==> src/sv/wavrsp_pkg.sv <==
`timescale 1ns / 1ps
// ----------------------------------------------------------------------------
// wavrsp_pkg
// Shared types and constants for the WAV RIFF stream parser.
// ----------------------------------------------------------------------------
package wavrsp_pkg;

  // Four-character tags as they appear in a little-endian 32-bit word.
  localparam logic [31:0] TAG_RIFF = 32'h4646_4952;
  localparam logic [31:0] TAG_WAVE = 32'h4556_4157;
  localparam logic [31:0] TAG_FMT  = 32'h2074_6d66;
  localparam logic [31:0] TAG_DATA = 32'h6174_6164;

  localparam logic [15:0] PCM_TAG  = 16'h0001;
  localparam logic [15:0] PCM_BITS = 16'd16;

  // RIFF header is "RIFF", size, "WAVE".
  localparam logic [31:0] HDR_LEN = 32'd12;

  typedef enum logic [2:0] {
    PH_HDR,
    PH_CHDR,
    PH_FMT,
    PH_DATA,
    PH_SKIP,
    PH_PAD,
    PH_TAIL,
    PH_STOP
  } phase_t;

  typedef enum logic [3:0] {
    ST_OK          = 4'd0,
    ST_TOO_SHORT   = 4'd1,
    ST_BAD_RIFF    = 4'd2,
    ST_BAD_WAVE    = 4'd3,
    ST_NO_FMT      = 4'd4,
    ST_NO_DATA     = 4'd5,
    ST_UNSUPPORTED = 4'd6,
    ST_DATA_EARLY  = 4'd7,
    ST_BAD_SIZE    = 4'd8
  } status_t;

  typedef struct packed {
    logic [7:0] file_byte;
    logic       end_of_file;
  } in_item_t;

  typedef struct packed {
    logic        sample_valid;
    logic [7:0]  sample_byte;
    logic        chunk_end;
    logic        done_res;
    logic [3:0]  status;
    logic [1:0]  channel_count;
    logic [31:0] sample_rate;
    logic [31:0] frame_total;
  } out_item_t;

  // Control from the parser into the fmt field capture.
  typedef struct packed {
    logic       clear;
    logic       capture;
    logic [3:0] offset;
    logic [7:0] data;
  } fmt_ctrl_t;

  // Fields of the fmt chunk as they stand after the current byte.
  typedef struct packed {
    logic        ok;
    logic [1:0]  channels;
    logic [31:0] rate;
  } fmt_info_t;

endpackage

==> src/sv/wav_riff_stream_parser.sv <==
`timescale 1ns / 1ps
// ----------------------------------------------------------------------------
// wav_riff_stream_parser
// Byte-serial RIFF/WAVE PCM header parser with payload pass-through.
// ----------------------------------------------------------------------------
// The block takes one byte of a WAV file per request and returns exactly one
// result per request, in the cycle after the byte is accepted. It takes a new
// byte in every cycle; the only thing that holds it back is the result
// register, which must be empty or being drained in the same cycle. All parse
// state (header, chunk walk, fmt capture, frame total) moves forward once per
// accepted byte, so the sustained rate is one byte per clock. The
// byte marked as end of file carries the final status, and after it the
// parser is back in its reset state, ready for the next file.
module wav_riff_stream_parser import wavrsp_pkg::*; (
  input  logic      clk,
  input  logic      rst,
  input  logic      byte_valid,
  output logic      byte_ready,
  input  in_item_t  byte_data,
  output logic      result_valid,
  input  logic      result_ready,
  output out_item_t result_data
);

  // Parser state.
  phase_t      phase, phase_next;
  logic [31:0] byte_position, byte_position_next;
  logic [32:0] riff_end_offset, riff_end_offset_next;
  logic [31:0] tag_shift, tag_shift_next;
  logic [31:0] chunk_length, chunk_length_next;
  logic [31:0] chunk_bytes_left, chunk_bytes_left_next;
  logic [4:0]  chunk_offset, chunk_offset_next;
  logic [1:0]  channels_held, channels_held_next;
  logic [31:0] rate_held, rate_held_next;
  logic        format_found, format_found_next;
  logic [31:0] frames_held, frames_held_next;
  status_t     error_held, error_held_next;

  logic        accept;
  out_item_t   result;
  fmt_ctrl_t   fmt_ctrl;
  fmt_info_t   fmt_info;

  // A new request is taken whenever the result register is free or drains.
  assign byte_ready = !result_valid || result_ready;
  assign accept     = byte_valid && byte_ready;

  // The fmt capture is cleared when a fmt chunk header completes and is offered
  // each of the first sixteen body bytes to load its field bytes from.
  always_comb begin
    fmt_ctrl.clear   = accept && (phase == PH_CHDR) && (chunk_offset[2:0] == 3'd7) &&
                       (tag_shift == TAG_FMT);
    fmt_ctrl.capture = accept && (phase == PH_FMT) && !chunk_offset[4];
    fmt_ctrl.offset  = chunk_offset[3:0];
    fmt_ctrl.data    = byte_data.file_byte;
  end

  wavrsp_fmt_capture u_fmt (
    .clk  (clk),
    .ctrl (fmt_ctrl),
    .info (fmt_info)
  );

  always_comb begin
    logic [7:0]  b;
    logic [31:0] pos_next;
    logic [31:0] left_dec;
    logic [2:0]  hdr_off;
    logic [31:0] frames_add;
    logic        frame_rem;
    logic [32:0] frame_sum;
    logic        go_next;
    logic        end_body;
    logic        judge;
    logic [3:0]  st;

    b          = byte_data.file_byte;
    pos_next   = (byte_position == 32'hFFFF_FFFF) ? byte_position : byte_position + 32'd1;
    left_dec   = (chunk_bytes_left != 32'd0) ? chunk_bytes_left - 32'd1 : 32'd0;
    hdr_off    = chunk_offset[2:0];
    frames_add = '0;
    frame_rem  = 1'b0;
    frame_sum  = '0;
    go_next    = 1'b0;
    end_body   = 1'b0;
    judge      = 1'b0;
    st         = ST_OK;

    phase_next            = phase;
    byte_position_next    = pos_next;
    riff_end_offset_next  = riff_end_offset;
    tag_shift_next        = tag_shift;
    chunk_length_next     = chunk_length;
    chunk_bytes_left_next = chunk_bytes_left;
    chunk_offset_next     = chunk_offset;
    channels_held_next    = channels_held;
    rate_held_next        = rate_held;
    format_found_next     = format_found;
    frames_held_next      = frames_held;
    error_held_next       = error_held;

    result = '0;

    case (phase)
      PH_HDR: begin
        tag_shift_next = {b, tag_shift[31:8]};
        if ((byte_position >= 32'd4) && (byte_position <= 32'd7)) begin
          chunk_length_next = {b, chunk_length[31:8]};
        end
        if ((byte_position == 32'd3) && (tag_shift_next != TAG_RIFF)) begin
          error_held_next = ST_BAD_RIFF;
          phase_next      = PH_STOP;
        end else if (byte_position == 32'd7) begin
          riff_end_offset_next = 33'd8 + {1'b0, chunk_length_next};
        end else if (byte_position == 32'd11) begin
          if (tag_shift_next != TAG_WAVE) begin
            error_held_next = ST_BAD_WAVE;
            phase_next      = PH_STOP;
          end else begin
            go_next = 1'b1;
          end
        end
      end
      PH_CHDR: begin
        if (!hdr_off[2]) begin
          tag_shift_next = {b, tag_shift[31:8]};
        end else begin
          chunk_length_next = {b, chunk_length[31:8]};
        end
        chunk_offset_next = {2'b00, hdr_off} + 5'd1;
        if (hdr_off == 3'd7) begin
          // The chunk header is complete: dispatch on its id.
          chunk_bytes_left_next = chunk_length_next;
          chunk_offset_next     = '0;
          if (tag_shift_next == TAG_FMT) begin
            phase_next = PH_FMT;
            if (chunk_length_next == 32'd0) begin
              judge    = 1'b1;
              end_body = 1'b1;
            end
          end else if (tag_shift_next == TAG_DATA) begin
            if (!format_found || (channels_held == 2'd0)) begin
              error_held_next = ST_DATA_EARLY;
              phase_next      = PH_STOP;
            end else begin
              // A frame is two bytes per channel, so mono divides by two and
              // stereo by four.
              if (channels_held == 2'd1) begin
                frame_rem  = chunk_length_next[0];
                frames_add = {1'b0, chunk_length_next[31:1]};
              end else begin
                frame_rem  = |chunk_length_next[1:0];
                frames_add = {2'b00, chunk_length_next[31:2]};
              end
              if (frame_rem) begin
                error_held_next = ST_BAD_SIZE;
                phase_next      = PH_STOP;
              end else begin
                frame_sum        = {1'b0, frames_held} + {1'b0, frames_add};
                frames_held_next = frame_sum[32] ? 32'hFFFF_FFFF : frame_sum[31:0];
                phase_next       = PH_DATA;
                end_body         = (chunk_length_next == 32'd0);
              end
            end
          end else begin
            phase_next = PH_SKIP;
            end_body   = (chunk_length_next == 32'd0);
          end
        end
      end
      PH_FMT: begin
        if (!chunk_offset[4]) begin
          chunk_offset_next = chunk_offset + 5'd1;
        end
        chunk_bytes_left_next = left_dec;
        judge    = !chunk_offset[4] && ((chunk_offset == 5'd15) || (left_dec == 32'd0));
        end_body = (left_dec == 32'd0);
      end
      PH_DATA: begin
        result.sample_valid   = 1'b1;
        result.sample_byte    = b;
        chunk_bytes_left_next = left_dec;
        if (left_dec == 32'd0) begin
          result.chunk_end = 1'b1;
          end_body         = 1'b1;
        end
      end
      PH_SKIP: begin
        chunk_bytes_left_next = left_dec;
        end_body              = (left_dec == 32'd0);
      end
      PH_PAD: begin
        go_next = 1'b1;
      end
      default: ;
    endcase

    // Judge the fmt fields gathered so far; a failure stops the parse.
    if (judge) begin
      if (!fmt_info.ok) begin
        error_held_next = ST_UNSUPPORTED;
        phase_next      = PH_STOP;
        end_body        = 1'b0;
      end else begin
        channels_held_next = fmt_info.channels;
        rate_held_next     = fmt_info.rate;
        format_found_next  = 1'b1;
      end
    end

    // An odd-length body is followed by one pad byte.
    if (end_body) begin
      if (chunk_length_next[0]) begin
        phase_next = PH_PAD;
      end else begin
        go_next = 1'b1;
      end
    end

    // Walk on to the next chunk only while its start lies inside the region.
    if (go_next) begin
      if ({1'b0, pos_next} < riff_end_offset_next) begin
        phase_next        = PH_CHDR;
        chunk_offset_next = '0;
      end else begin
        phase_next = PH_TAIL;
      end
    end

    if (byte_data.end_of_file) begin
      // A fmt chunk cut short by the end of file is judged as it stands.
      if ((phase_next == PH_FMT) && !chunk_offset_next[4]) begin
        if (!fmt_info.ok) begin
          error_held_next = ST_UNSUPPORTED;
        end else begin
          channels_held_next = fmt_info.channels;
          rate_held_next     = fmt_info.rate;
          format_found_next  = 1'b1;
        end
      end
      if (pos_next < HDR_LEN) begin
        st = ST_TOO_SHORT;
      end else if (error_held_next != ST_OK) begin
        st = error_held_next;
      end else if (!format_found_next) begin
        st = ST_NO_FMT;
      end else if (frames_held_next == 32'd0) begin
        st = ST_NO_DATA;
      end else begin
        st = ST_OK;
      end
      result.done_res = 1'b1;
      result.status   = st;
    end

    result.channel_count = format_found_next ? channels_held_next : 2'd0;
    result.sample_rate   = format_found_next ? rate_held_next : 32'd0;
    result.frame_total   = frames_held_next;

    // The last byte of a file returns the parser to its reset state.
    if (byte_data.end_of_file) begin
      phase_next            = PH_HDR;
      byte_position_next    = '0;
      riff_end_offset_next  = '0;
      tag_shift_next        = '0;
      chunk_length_next     = '0;
      chunk_bytes_left_next = '0;
      chunk_offset_next     = '0;
      channels_held_next    = '0;
      rate_held_next        = '0;
      format_found_next     = 1'b0;
      frames_held_next      = '0;
      error_held_next       = ST_OK;
    end
  end

  always_ff @(posedge clk) begin
    if (rst) begin
      phase            <= PH_HDR;
      byte_position    <= '0;
      riff_end_offset  <= '0;
      tag_shift        <= '0;
      chunk_length     <= '0;
      chunk_bytes_left <= '0;
      chunk_offset     <= '0;
      channels_held    <= '0;
      rate_held        <= '0;
      format_found     <= 1'b0;
      frames_held      <= '0;
      error_held       <= ST_OK;
    end else if (accept) begin
      phase            <= phase_next;
      byte_position    <= byte_position_next;
      riff_end_offset  <= riff_end_offset_next;
      tag_shift        <= tag_shift_next;
      chunk_length     <= chunk_length_next;
      chunk_bytes_left <= chunk_bytes_left_next;
      chunk_offset     <= chunk_offset_next;
      channels_held    <= channels_held_next;
      rate_held        <= rate_held_next;
      format_found     <= format_found_next;
      frames_held      <= frames_held_next;
      error_held       <= error_held_next;
    end
  end

  // Result register: loaded on every accepted request, emptied when taken.
  always_ff @(posedge clk) begin
    if (rst) begin
      result_valid <= 1'b0;
    end else if (accept) begin
      result_valid <= 1'b1;
    end else if (result_ready) begin
      result_valid <= 1'b0;
    end
  end

  always_ff @(posedge clk) begin
    if (accept) begin
      result_data <= result;
    end
  end

endmodule

==> src/sv/wavrsp_fmt_capture.sv <==
`timescale 1ns / 1ps
// ----------------------------------------------------------------------------
// wavrsp_fmt_capture
// Collects the fields of a fmt chunk body and judges them for 16-bit PCM.
// ----------------------------------------------------------------------------
module wavrsp_fmt_capture import wavrsp_pkg::*; (
  input  logic      clk,
  input  fmt_ctrl_t ctrl,
  output fmt_info_t info
);

  logic [15:0] format_tag;
  logic [15:0] bits;
  logic [15:0] channels;
  logic [31:0] rate;
  logic [15:0] format_tag_next;
  logic [15:0] bits_next;
  logic [15:0] channels_next;
  logic [31:0] rate_next;

  always_comb begin
    format_tag_next = format_tag;
    bits_next       = bits;
    channels_next   = channels;
    rate_next       = rate;
    if (ctrl.clear) begin
      format_tag_next = '0;
      bits_next       = '0;
      channels_next   = '0;
      rate_next       = '0;
    end else if (ctrl.capture) begin
      case (ctrl.offset)
        4'd0:    format_tag_next = {8'h00, ctrl.data};
        4'd1:    format_tag_next = format_tag | {ctrl.data, 8'h00};
        4'd2:    channels_next   = {8'h00, ctrl.data};
        4'd3:    channels_next   = channels | {ctrl.data, 8'h00};
        4'd4:    rate_next       = rate | {24'h0, ctrl.data};
        4'd5:    rate_next       = rate | {16'h0, ctrl.data, 8'h00};
        4'd6:    rate_next       = rate | {8'h0, ctrl.data, 16'h0};
        4'd7:    rate_next       = rate | {ctrl.data, 24'h0};
        4'd14:   bits_next       = {8'h00, ctrl.data};
        4'd15:   bits_next       = bits | {ctrl.data, 8'h00};
        default: ;
      endcase
    end
  end

  // Only mono or stereo 16-bit PCM is accepted.
  assign info.ok = (format_tag_next == PCM_TAG) && (bits_next == PCM_BITS) &&
                   ((channels_next == 16'd1) || (channels_next == 16'd2));
  assign info.channels = channels_next[1:0];
  assign info.rate     = rate_next;

  always_ff @(posedge clk) begin
    format_tag <= format_tag_next;
    bits       <= bits_next;
    channels   <= channels_next;
    rate       <= rate_next;
  end

endmodule
==> config.mk <==
export PLATFORM = sky130hd
export DESIGN_NAME = wav_riff_stream_parser
export DESIGN_NICKNAME = d
export VERILOG_FILES = /design/src/sv/wavrsp_pkg.sv /design/src/sv/wav_riff_stream_parser.sv /design/src/sv/wavrsp_fmt_capture.sv
export SDC_FILE = /design/constraint.sdc
export NUM_CORES = 1
export LEC_CHECK = 0
export ABC_AREA = 1
export BUFFER_PORTS_ARGS = -buffer_cell sky130_fd_sc_hd__buf_2
export CAP_MARGIN = 5
export CORE_MARGIN = 1
export CORE_UTILIZATION = 60
export CTS_BUF_LIST = sky130_fd_sc_hd__clkbuf_4
export DETAILED_ROUTE_END_ITERATION = 8
export PLACE_DENSITY = 0.78
export SLEW_MARGIN = 20
export SYNTH_ARGS = -nofsm -noshare
export SYNTH_HDL_FRONTEND = slang
export SYNTH_SLANG_ARGS = --single-unit
==> constraint.sdc <==
create_clock -name clk -period 7.05 [get_ports clk]
set_input_delay 1.0575 -clock clk [delete_from_list [all_inputs] [get_ports clk]]
set_output_delay 1.0575 -clock clk [all_outputs]
set_load 0.01 [all_outputs]
# After elaboration in Yosys (flattened, before gate mapping)
# Index checks and enable logic that the tools add are counted.
dict set report word_totals {
  input_bits 13
  wordCells 252
  reg_bits 402
}
dict set report classes {
  mux 138
  add_sub_neg 6
  eq_ne 32
  order_cmp 4
  reduce_logical 37
  bitwise 8
}
# cell count
set op_table {}
lappend op_table {{2-to-1 mux 32 bit} 34}
lappend op_table {{one-hot mux 32 bit (2 select lines)} 3}
lappend op_table {{2-to-1 mux 33 bit} 4}
lappend op_table {{one-hot mux 32 bit (4 select lines)} 1}
lappend op_table {{zero test 32 bit} 3}
lappend op_table {{2-to-1 mux 16 bit} 6}
lappend op_table {{one-hot mux 16 bit (2 select lines)} 3}
lappend op_table {{2-to-1 mux 4 bit} 18}
lappend op_table {{== test 32 x 30 -> 1 bit, second input constant} 2}
lappend op_table {{!= test 32 x 31 -> 1 bit, second input constant} 2}
lappend op_table {{2-to-1 mux 3 bit} 18}
lappend op_table {{OR 16 bit} 3}
lappend op_table {{adder 32 x 32 -> 33 bit} 1}
lappend op_table {{adder 4 x 32 -> 33 bit, first input constant} 1}
lappend op_table {{< comparator 32 x 33 -> 1 bit} 1}
lappend op_table {{adder 32 x 1 -> 32 bit, second input constant} 1}
lappend op_table {{== test 16 x 1 -> 1 bit, second input constant} 2}
lappend op_table {{== test 32 x 2 -> 1 bit, second input constant} 1}
lappend op_table {{== test 32 x 3 -> 1 bit, second input constant} 1}
lappend op_table {{== test 32 x 31 -> 1 bit, second input constant} 1}
lappend op_table {{== test 32 bit, second input constant} 1}
lappend op_table {{== test 32 x 4 -> 1 bit, second input constant} 1}
lappend op_table {{>= comparator 32 x 3 -> 1 bit, second input constant} 1}
lappend op_table {{<= comparator 32 x 3 -> 1 bit, second input constant} 1}
lappend op_table {{other kinds (45)} 115}

# Longest topological paths before layout
# Gate-level depths: netlist of run 1.
dict set report depth {
  ltp_word 28
  mapped_depth 47
  mapped_depth_nobuf 42
}

# Modules after synthesis
# Synthesis of run 1 repeated with hierarchy kept, for this count alone.
dict set report hier_totals {
  hier_cells 3927
  area_unflattened_um2 25873.6
}
# module cells_each instances area_each_um2 seq_area_each_um2
set modules_own_cells {}
lappend modules_own_cells {wav_riff_stream_parser 3445 1 22514.1 7257.0}
lappend modules_own_cells {wavrsp_fmt_capture 482 1 3359.5 1601.5}

# Least setup slack after synthesis of run 1
# Ideal clock, no wire load.
dict set report synth_path {
  kind {reg-to-reg}
  start {register byte_position[8]}
  end {register result_data[48] in the netlist's numbering (data pin)}
  t_arrival_ns 4.800
  stages_incl_launch_ff 47
  synth_period_minus_slack_ns 5.057
  setup_time_ns 0.257
  path_buffers 5
  required_ns 6.793
  setup_slack_ns 1.993
  path_cell_list {dfxtp_1 buf_6 nor2_4 nand2_2 nor2_8 nand2_2 nor2_4 nand2_4 inv_4 buf_8 buf_6 nor2_1 a21oi_2 nand4_2 nor2_1 nand2_1 nor2_1 nand2_1 (+11 left out) a2111oi_0 nand2_1 nand2_1 nand2_1 nand2_1 nand2_1 nand2_1 nand2_1 nand2_2 nand2_4 o21ai_2 nand3_2 inv_2 nand3_4 buf_6 buf_2 nand3_1 o21ai_1}
}
dict set report synth_between {
  elab_chain_cells 16
  elab_cells_between_ends 44
}
# element line_no
set synth_rtl {}
lappend synth_rtl {{from (decl)} wav_riff_stream_parser.sv:27} ;# logic [31:0] byte_position, byte_position_next;
lappend synth_rtl {{from (signal assigned)} wav_riff_stream_parser.sv:293} ;# byte_position <= byte_position_next;
lappend synth_rtl {{>= comparator 32 x 3 -> 1 bit or <= comparator 32 x 3 -> 1 bit (tied branches)} wav_riff_stream_parser.sv:107} ;# if ((byte_position >= 32'd4) && (byte_position <= 32'd7)) begin
lappend synth_rtl {{logical AND 1 bit} wav_riff_stream_parser.sv:107}
lappend synth_rtl {{2-to-1 mux 32 bit} wav_riff_stream_parser.sv:107}
lappend synth_rtl {{2-to-1 mux 32 bit} wav_riff_stream_parser.sv:104} ;# case (phase)
lappend synth_rtl {{adder 4 x 32 -> 33 bit} wav_riff_stream_parser.sv:114} ;# riff_end_offset_next = 33'd8 + {1'b0, chunk_length_next};
lappend synth_rtl {{2-to-1 mux 33 bit} wav_riff_stream_parser.sv:113} ;# end else if (byte_position == 32'd7) begin
lappend synth_rtl {{2-to-1 mux 33 bit} wav_riff_stream_parser.sv:110} ;# if ((byte_position == 32'd3) && (tag_shift_next != TAG_RIFF)) begin
lappend synth_rtl {{2-to-1 mux 33 bit} wav_riff_stream_parser.sv:104}
lappend synth_rtl {{< comparator 32 x 33 -> 1 bit} wav_riff_stream_parser.sv:222} ;# if ({1'b0, pos_next} < riff_end_offset_next) begin
lappend synth_rtl {{2-to-1 mux 3 bit or 2-to-1 mux 5 bit (tied branches)} wav_riff_stream_parser.sv:222}
lappend synth_rtl {{2-to-1 mux 3 bit or 2-to-1 mux 5 bit (tied branches)} wav_riff_stream_parser.sv:221} ;# if (go_next) begin
lappend synth_rtl {{== test 3 x 2 -> 1 bit or zero test 1 bit (tied branches)} wav_riff_stream_parser.sv:232} ;# if ((phase_next == PH_FMT) && !chunk_offset_next[4]) begin
lappend synth_rtl {{logical AND 1 bit (*)} wav_riff_stream_parser.sv:232}
lappend synth_rtl {{2-to-1 mux 1 bit} wav_riff_stream_parser.sv:232}
lappend synth_rtl {{2-to-1 mux 1 bit (2 in a row)} wav_riff_stream_parser.sv:230} ;# if (byte_data.end_of_file) begin
lappend synth_rtl {{to (signal assigned)} wav_riff_stream_parser.sv:320} ;# result_data <= result;
lappend synth_rtl {{to (decl)} wav_riff_stream_parser.sv:22} ;# output out_item_t result_data
# Mark *: on every way between the ends. The rest lies on a longest branch, timed or not. The select of a mux whose other input is x is not followed.
# A chain may end at the register's enable or synchronous reset.

# Worst setup path after layout of run 1
dict set report layout_path {
  start {register byte_position[14]}
  end {register result_data[54] in the netlist's numbering (data pin)}
}
# Same word-level chain as after synthesis.

==> reports/summary.md, run 1 <==
The flow ran to the end, and the final reports show no timing, DRC or antenna violations. The average routed wire per standard cell came out at 17.1 µm. The full die area is 43800 µm², and the sink count of the clock tree is 402. In this run, synthesis inferred 81 flip-flops with an integrated enable. The run gives 0 as the number of maximum-capacitance violations. The flip-flop cell with the highest count after synthesis is dfxtp_1. Yosys printed 0 warnings. The via total after detailed routing was 27100; the final design area excluding fillers was 28000 µm².

By area the synthesized netlist is led by dfxtp_1 (25%), nand2_1 (16%), edfxtp_1 (9.4%), inv_1 (7.7%), a21oi_1 (6.8%). The count of buffers added on input and output ports is 95. In the final timing run, aggregate negative setup slack is 0 ps. Across the VDD grid, the largest voltage drop is 0.119 mV.

Before antenna repair, the detailed router went through 6 iterations. In this run the most critical hold path is launched from rate_held[23]$_SDFFE_PP0P_. The HPWL after detailed placement was 57.5 mm; the total number of nets in the final design was 4136. For this design the static power due to leakage is 11.9 nW. The maximum operating frequency came out at 0.156 GHz.

Data required time of the worst path: 7660 ps. The total design power was 4.86 mW. STA classifies the critical path endpoint as a flip-flop. The floorplan has 75 rows. Across the routed clock network, the largest skew measured is 55.1 ps. The tools report the total overflow reported by the global router as 0. The H-tree was split into 3 levels. When the netlist entered floorplanning its net count stood at 4065. The clock transition at the registers of the reported paths is 70 ps.

The run gives 0 as the final number of hold-violating endpoints. After synthesis, the largest family of logic cells by area is simple AND/OR/NAND/NOR gates. In this run, flip-flops and latches consume 49.6% of the power. After synthesis the netlist holds a flip-flop and latch count of 402. In the final layout, flip-flops and latches occupy 8860 µm². In this run the deepest clock path goes through 3 buffers.

Relative to the synthesized area, the layout overhead comes to 8.69%. STA puts the critical path data arrival time at 7010 ps. For the count of routing violations after the opening detailed-route iteration, the log shows 3544.

In this design, the stage delay of the slowest critical-path cell is 480 ps. At the end of routability-driven placement, the weighted congestion stood at 1.01. Combinational cells account for 5.8% of the total power. The synthesized netlist contains 66 unique library cells. Setup repair after global routing left no endpoint under its margin. For the number of antenna violations at the first check in global routing, the log shows 3. In this run the remaining antenna-violating nets after routing total 0. In the synthesized netlist the async set-or-reset flop fraction comes to 0%. Type of element launching the critical path: a flip-flop. Measured on the finished design, the core utilization comes to 66.5%.

The die is 209 µm tall. In this run the worst hold path is classified as reg2reg. The actual slew at the worst max-slew pin was 1220 ps. The fraction of synthesized area in multiplexers is 0.0388%. The later pin in the worst-skew pair is clocked with a latency of 890 ps.

The most critical setup path has its startpoint at byte_position[14]$_SDFFE_PP0P_. The share of the synthesized area in the top cell type was 24.9%. The worst pin sits at a relative slew slack of 17.7%. Internal power of the cells: 3.60 mW. The tools report the post-place instance area as 26500 µm². The final layout contains routed wiring with a total length of 80.4 mm. The root buffer cell chosen for the clock tree is clkbuf_4.

In this run switching power makes up 26.0% of total power. Synthesized instance count: 3980. The critical path class was reg2reg.

The synthesized netlist devotes 19.0% of its cell area to compound gates. The switching power of the nets is 1.26 mW, and the global-route usage over all layers is 36.0%. The worst path needs 6400 ps of the cycle, external delays included. Among all stages on the critical path, the largest delay is contributed by nand3_2. The run gives 3902 as the number of fill cells. Of the total synthesized cell area, the portion taken by AND, OR, NAND and NOR gates is 30.0%.

The number of global-route vias before repair is 24000. From left edge to right edge, the die measures 209 µm. The most frequent cell after synthesis is nand2_1. The worst path uses 90.8% of the clock period. The core footprint came out at 42100 µm². After synthesis, the most frequently instantiated cells are nand2_1 (1092), inv_1 (527), nor2_1 (352). For the final max-slew violation count, the log shows 0. Of the total synthesized cell area, the portion taken by XOR and XNOR cells is 2.31%. In the final layout, the multi-input gates occupy 14200 µm².

The first global-routing pass estimated 127 mm of wire. Of the cells placed in the final design, the portion with a size suffix greater than 1 is 9.90%. In the global route stage, met1 resource usage came out at 51.5%.

The synthesized area divided by synthesized cell count came out at 6.48 µm². Entering global routing, the biggest net connects 109 pins. The run gives 0 as the number of design rule violations left after detail routing. TritonCTS built the clock tree. The tightest hold path in the finished design has a slack of 456 ps. The power share of the clock group was 44.5%; the average via count per standard cell was 5.79.

The met2 usage in global routing was 53.6%; the arithmetic-cell share of the synthesized area counting full adders, half adders and majority gates was 3.52%. The initial utilization of the core area, before any placement, comes to 61.2%. The power per cell area works out to 174 nW/µm².

The largest total area in the synthesized netlist belongs to dfxtp_1. The startpoint identified for the worst register-to-register timing path is byte_position[14]$_SDFFE_PP0P_. The global routing usage on met3 was 7.23%; the number of buffers added by the clock tree synthesis step was 108.

Total I/O pin count: 96. For this run, the register share of the synthesized area comes to 34.4%. The maximum fanout along the worst path was 48; the number of setup violations in the final report was 0. Routing layer with the top usage in global route: met2. For the combined area of all synthesized cells, the log shows 25800 µm². Counting stages on the worst path, the most repeated cell is nand2_1.
==> through the flow <==
stage	worst slack (ps)	std cells
5_1_grt	18.2	4686
4_1_cts	508	4681
3_5_place_dp	589	4479
3_3_place_gp	727	4479
6_report	649	4687
2_1_floorplan	1990	3980
==> state kept, by name (all words and copies together), names as in the netlist <==
signal,flops
error_held,4
chunk_offset,5
phase,3
rate_held,32
tag_shift,32
chunk_bytes_left,32
byte_position,32
u_fmt.bits,16
chunk_length,32
frames_held,32
u_fmt.channels,16
riff_end_offset,33
u_fmt.rate,32
channels_held,2
u_fmt.format_tag,16
result_data,81
format_found,1
result_valid,1
==> layer usage <==
layer  vias up  part of all wire [%]
met1     12200                    43
met2      1393                    42
met5         -                 0.016
met3       196                    11
li1      13300                     -
met4         2                   3.0
==> cells by family (layout without fill, tap and decap cells) <==
kind of cell               Yosys count  in the layout
adders and majority gates           72             72
other                                0              5
AOI/OAI and AO/OA                  883            883
xor gates and xnor gates            68             68
DFF                                402            402
buffers and inverters              711            873
and+or+nand+nor                   1843           1844
muxes                                1              1
==> cell usage in the layout (no fill, tap or decap), drive strengths merged, types with 69 or more instances in the layout <==
cell    synthesis  final
nand2        1107   1107
edfxtp         81     81
a21oi         360    360
inv           532    535
dfxtp         321    321
clkbuf        131    171
ha             71     71
nand4          69     69
nor2          368    368
buf            43    134
o21ai         344    344
nand3         165    166
==> power groups by stage <==
stage                     Sequential, mW  Combinational, mW  Clock [mW]
after global placement              2.46              0.273           0
after floorplan                     2.47              0.173           0
final                               2.41              0.283        2.17
after CTS                           2.41              0.277        2.19
after detailed placement            2.46              0.276           0
after global routing                2.42              0.309        2.32
==> cell type report <==
cell class                 count  area share [%]
multi-input combinational   2868            50.8
sequential                   402            31.6
inverter                     537            7.23
clock buffer                 171            4.58
timing repair buffer         134            2.76
tap                          539            2.41
clock inverter                31           0.571
antenna                        5          0.0446
==> worst paths after layout <==
check             slack, ps                             to  cells past startpoint
setup / recovery        650  result_data[54]$_SDFFCE_PN0P_                     41
hold / removal          460     rate_held[23]$_SDFFE_PP0P_                      2
setup reg to reg        650  result_data[54]$_SDFFCE_PN0P_                     41
hold reg to reg         460     rate_held[23]$_SDFFE_PP0P_                      2
==> critical path, delay by kind of cell, from the launching register on <==
kind                       cells  cell delay, ps
buffers and inverters          4             570
adders and majority gates      1             310
DFF                            1             370
and+or+nand+nor               29            3470
AOI/OAI and AO/OA              7            1370
==> repair_timing <==
item,CTS,global route
hold buffers,0,0
setup endpoints to repair,0,32
resized for setup,0,4
buffers inserted,0,0
Power figures use the tool's default switching activity.
==> inputs of run 2 (changes only) <==
Settings changed: ABC_AREA 1 to not set, CORE_UTILIZATION 60 to 65, PLACE_DENSITY 0.78 to 0.83.
==> run 2 against run 1 <==
Compared with the run above:
- sequential share of layout area grew 3.2 points
- largest cell class unchanged
- die area decreased by 16%
- global-route usage rose by 3.6 points
- critical path type unchanged
- largest power group unchanged
==> reports/summary.md, run 2 <==
The flow ran to the end, and the final reports show no timing, DRC or antenna violations. The final critical path takes up 94.9% of the cycle. Setup violations remaining at the end of the flow were counted as 0. For the worst hold slack, the log shows 447 ps. The logs give 8860 µm² for the total area of sequential cells and 2776 for the number of fill cells. For the pin with the worst max-slew slack, the measured transition is 1100 ps. The first routing iteration left 2721 violations. The tools report the final max-slew violation count as 0. The endpoint class of the critical path was a flip-flop. After clock tree synthesis, the flow added hold-fix buffers numbering 0.

result_data holds more flip-flops than any other register. The core footprint came out at 35500 µm². The die covers 36700 µm².

The area overhead of the layout relative to synthesis works out to 9.03%. At the later pin of the worst-skew pair, clock insertion delay measures 850 ps. The maximum level of the CTS H-tree came out at 3.

In the final layout, the registers with the most flip-flops are result_data (81), riff_end_offset (33). The shortest period the worst path allows was 6690 ps. The clock arrives with 62.3 ps of skew.

For this run, the slowest stage of the critical path takes 630 ps. In this run the power density over the cells is 185 nW/µm². The tools report the buffer type at the clock tree root as clkbuf_4. For this run, global-route usage on met3 was measured as 7.73%.

The tools report the final number of hold-violating endpoints as 0. For this run, the share of the core covered by cells in the final layout is 71.8%. Dividing the detail-routed wire length by the instance count gives 22.0 µm.

For the final wirelength, the log shows 73.4 mm. met2 is the most crowded layer. Measured in cells, the most critical reg-to-reg path has a length of 16.

The data required time of the worst path came out at 7670 ps. The clock transition at the registers of the reported paths works out to 70 ps. The tools report the hold path startpoint as u_fmt.format_tag[9]$_DFF_P_. Headroom to the max-slew limit came out at 26.9%.

The post-route netlist has 14.9% of its cells at a drive strength greater than 1. The count of flip-flops with a built-in enable after synthesis was 81. The final-layout setup total negative slack came out at 0 ps. The total number of nets in the final design is 2868.

The sink count of the clock tree was 402. The congestion estimate from routability-driven global placement came to 1.02. Yosys instantiated no cell more often than nor2_1. The proportion of register bits with asynchronous set or reset after synthesis came out at 0%.

For this run the aggregate overflow at the end of global routing stands at 0. The critical path crosses 16 cells after its start point. The analysis attributes to cell leakage a power of 10.1 nW. After technology mapping, the gate count stands at 2750. The count of input and output buffers was 95; the global-route usage over all layers was 39.6%.

Among all stages on the critical path, the largest delay is contributed by nand2b_2. The register bit total from synthesis came out at 402. By startpoint and endpoint, the worst setup path is classified as reg2reg. The reg-to-reg critical path startpoint is channels_held[1]$_SDFFE_PP0P_.

The number of warnings printed during yosys synthesis was 0; the maximum resistive drop on vdd was 0.153 mV. The worst setup path is launched from a flip-flop. The critical path goes through nand2b_2 > buf_4 > mux4_2 > ha_1 > and3_1 > a221o_1 > a21oi_1 > o21ai_0 > o31a_1 > nand2_1 > a31oi_1 > nor4_1 > or4b_1 > nor4_1 > nand4_1 > o32ai_1. By area the synthesized netlist is led by dfxtp_1 (28%), edfxtp_1 (10%), nor2_1 (7.4%), a22oi_1 (6.1%), a21oi_1 (3.9%). Once the floorplan was initialized, standard cells occupied 65.9% of the core.

Of the synthesized area, sequential elements account for 37.9%. On the critical path the largest part of the delay comes from simple AND/OR/NAND/NOR gates. Total I/O pin count: 96. The detail route stage leaves a number of antenna-violating nets equal to 0. Setup repair after global routing left no endpoint under its margin.

The tools report the number of standard-cell rows in the floorplan as 69. In this run the critical register-to-register path is captured at result_data[66]$_SDFFCE_PN0P_. The footprint of the multi-input gates was 13600 µm². The die is 192 µm tall. Leaving out fill and tap cells, the most frequent cells in the layout are nor2_1 (460), dfxtp_1 (320), a22oi_1 (189).

The tools report the register-to-register path setup slack as 360 ps. For this run, the leading register cell type out of synthesis is dfxtp_1. The run gives 59.4% as the met2 usage in global routing.

In this run the horizontal extent of the chip is 192 µm. For the number of global-route vias before repair, the log shows 20700. The logs give 4.71 mW for the total design power and 4 for the number of antenna violations at the first check in global routing. The critical path ends at result_data[66]$_SDFFCE_PN0P_.

The run gives 49.5 mm as the HPWL after detailed placement. After detailed routing, the number of remaining DRC violations is 0. Along the worst path, the maximum fanout reaches 21. The biggest area contributor in the post-synthesis netlist is dfxtp_1. The tools report the startpoint of the worst setup timing path as channels_held[1]$_SDFFE_PP0P_. Synthesized area divided by synthesized cell count: 8.50 µm².

The run gives 82 as the number of distinct library cells after synthesis. The first TritonRoute pass finished after 6 iterations. The first global-routing pass estimated 114 mm of wire. The total buffers and inverters traversed by the critical path was 1; the combined area of all synthesized cells was 23400 µm².

After synthesis, the most frequently instantiated cells are nor2_1 (462), dfxtp_1 (321), clkbuf_1 (192). The flip-flop count of the largest register after layout works out to 81. Clock tree synthesis inserted a total of 102 buffers. Counting along the longest clock path gives a buffer depth of 3. The min-delay analysis places its worst path in the category reg2reg. In this design, the critical path's most frequently occurring cell is nor4_1.

Most frequent standard cell in the layout excluding fill and tap cells: nor2_1. TritonCTS built the clock tree. Maximum operating frequency: 0.149 GHz. The number of nets handed over by synthesis was 2835.

Detailed routing inserted a total of 22500 vias. The tools report the arrival time of the worst setup path as 7310 ps. The met1 global-route usage was 55.3%; the average via count per standard cell was 6.77. Entering global routing, the biggest net connects 173 pins. The tool flagged a number of max-cap violations equal to 0. In this run the biggest area consumer among cell types represents 27.5% of the synthesized area.
run 2: cell families after synthesis:
logic type	after synthesis	synth area share (%)
and+or+nand+nor	1100	23.0
AOI/OAI and AO/OA	706	20.3
DFF	402	37.9
buffers and inverters	250	4.19
muxes	122	7.05
xor gates and xnor gates	98	3.67
adders and majority gates	72	3.89
run 2: worst min-delay path by stage:
stage                                        endpoint  slack [ps]  cells past startpoint
final                     u_fmt.format_tag[9]$_DFF_P_         450                      2
after global routing      u_fmt.format_tag[9]$_DFF_P_         470                      2
after CTS                 u_fmt.format_tag[9]$_DFF_P_         450                      2
after detailed placement  u_fmt.format_tag[9]$_DFF_P_         440                      2
after global placement    u_fmt.format_tag[9]$_DFF_P_         430                      2
after floorplan           u_fmt.format_tag[9]$_DFF_P_         420                      2
run 2: worst register-to-register path: cells and delay by family, from the launching register on:
kind            cells  cell delay [ps]
buf+inv             1              360
flops               1              420
mux                 1              550
compound gates      6             1820
fa+ha+maj           1              380
simple gates        7             3010
run 2: timing repair:
action | CTS | global route
gates resized for setup | 0 | 3
buffers inserted | 0 | 0
setup endpoints to repair | 0 | 34
run 2: cell type report:
cell class	count	area share (%)
Clock inverter	29	0.678
Tap cell	461	2.26
Inverter	35	0.525
Sequential cell	402	34.8
Multi-Input combinational cell	2098	53.5
Clock buffer	158	4.66
Antenna cell	4	0.0393
Timing Repair Buffer	144	3.51
run 2: per-stage QoR:
stage	area, µm²	cells	setup slack (ps)
2_1_floorplan	23400	2750	1040
3_3_place_gp	24000	3139	382
3_5_place_dp	24100	3140	229
4_1_cts	25400	3327	107
5_1_grt	25500	3330	37.6
6_report	25500	3331	358
run 2: power breakdown:
part	leakage [nW]	switching, mW	internal, mW
sequential	3.40	0.0137	2.37
clock	0.823	1.00	1.09
combinational	5.89	0.170	0.0532
total	10.1	1.19	3.52
run 2: routing by layer:
metal,wire length (µm),part of all wire (%)
met1,30700,42
met2,32200,44
met4,2790,3.8
met5,16,0.022
met3,7660,10
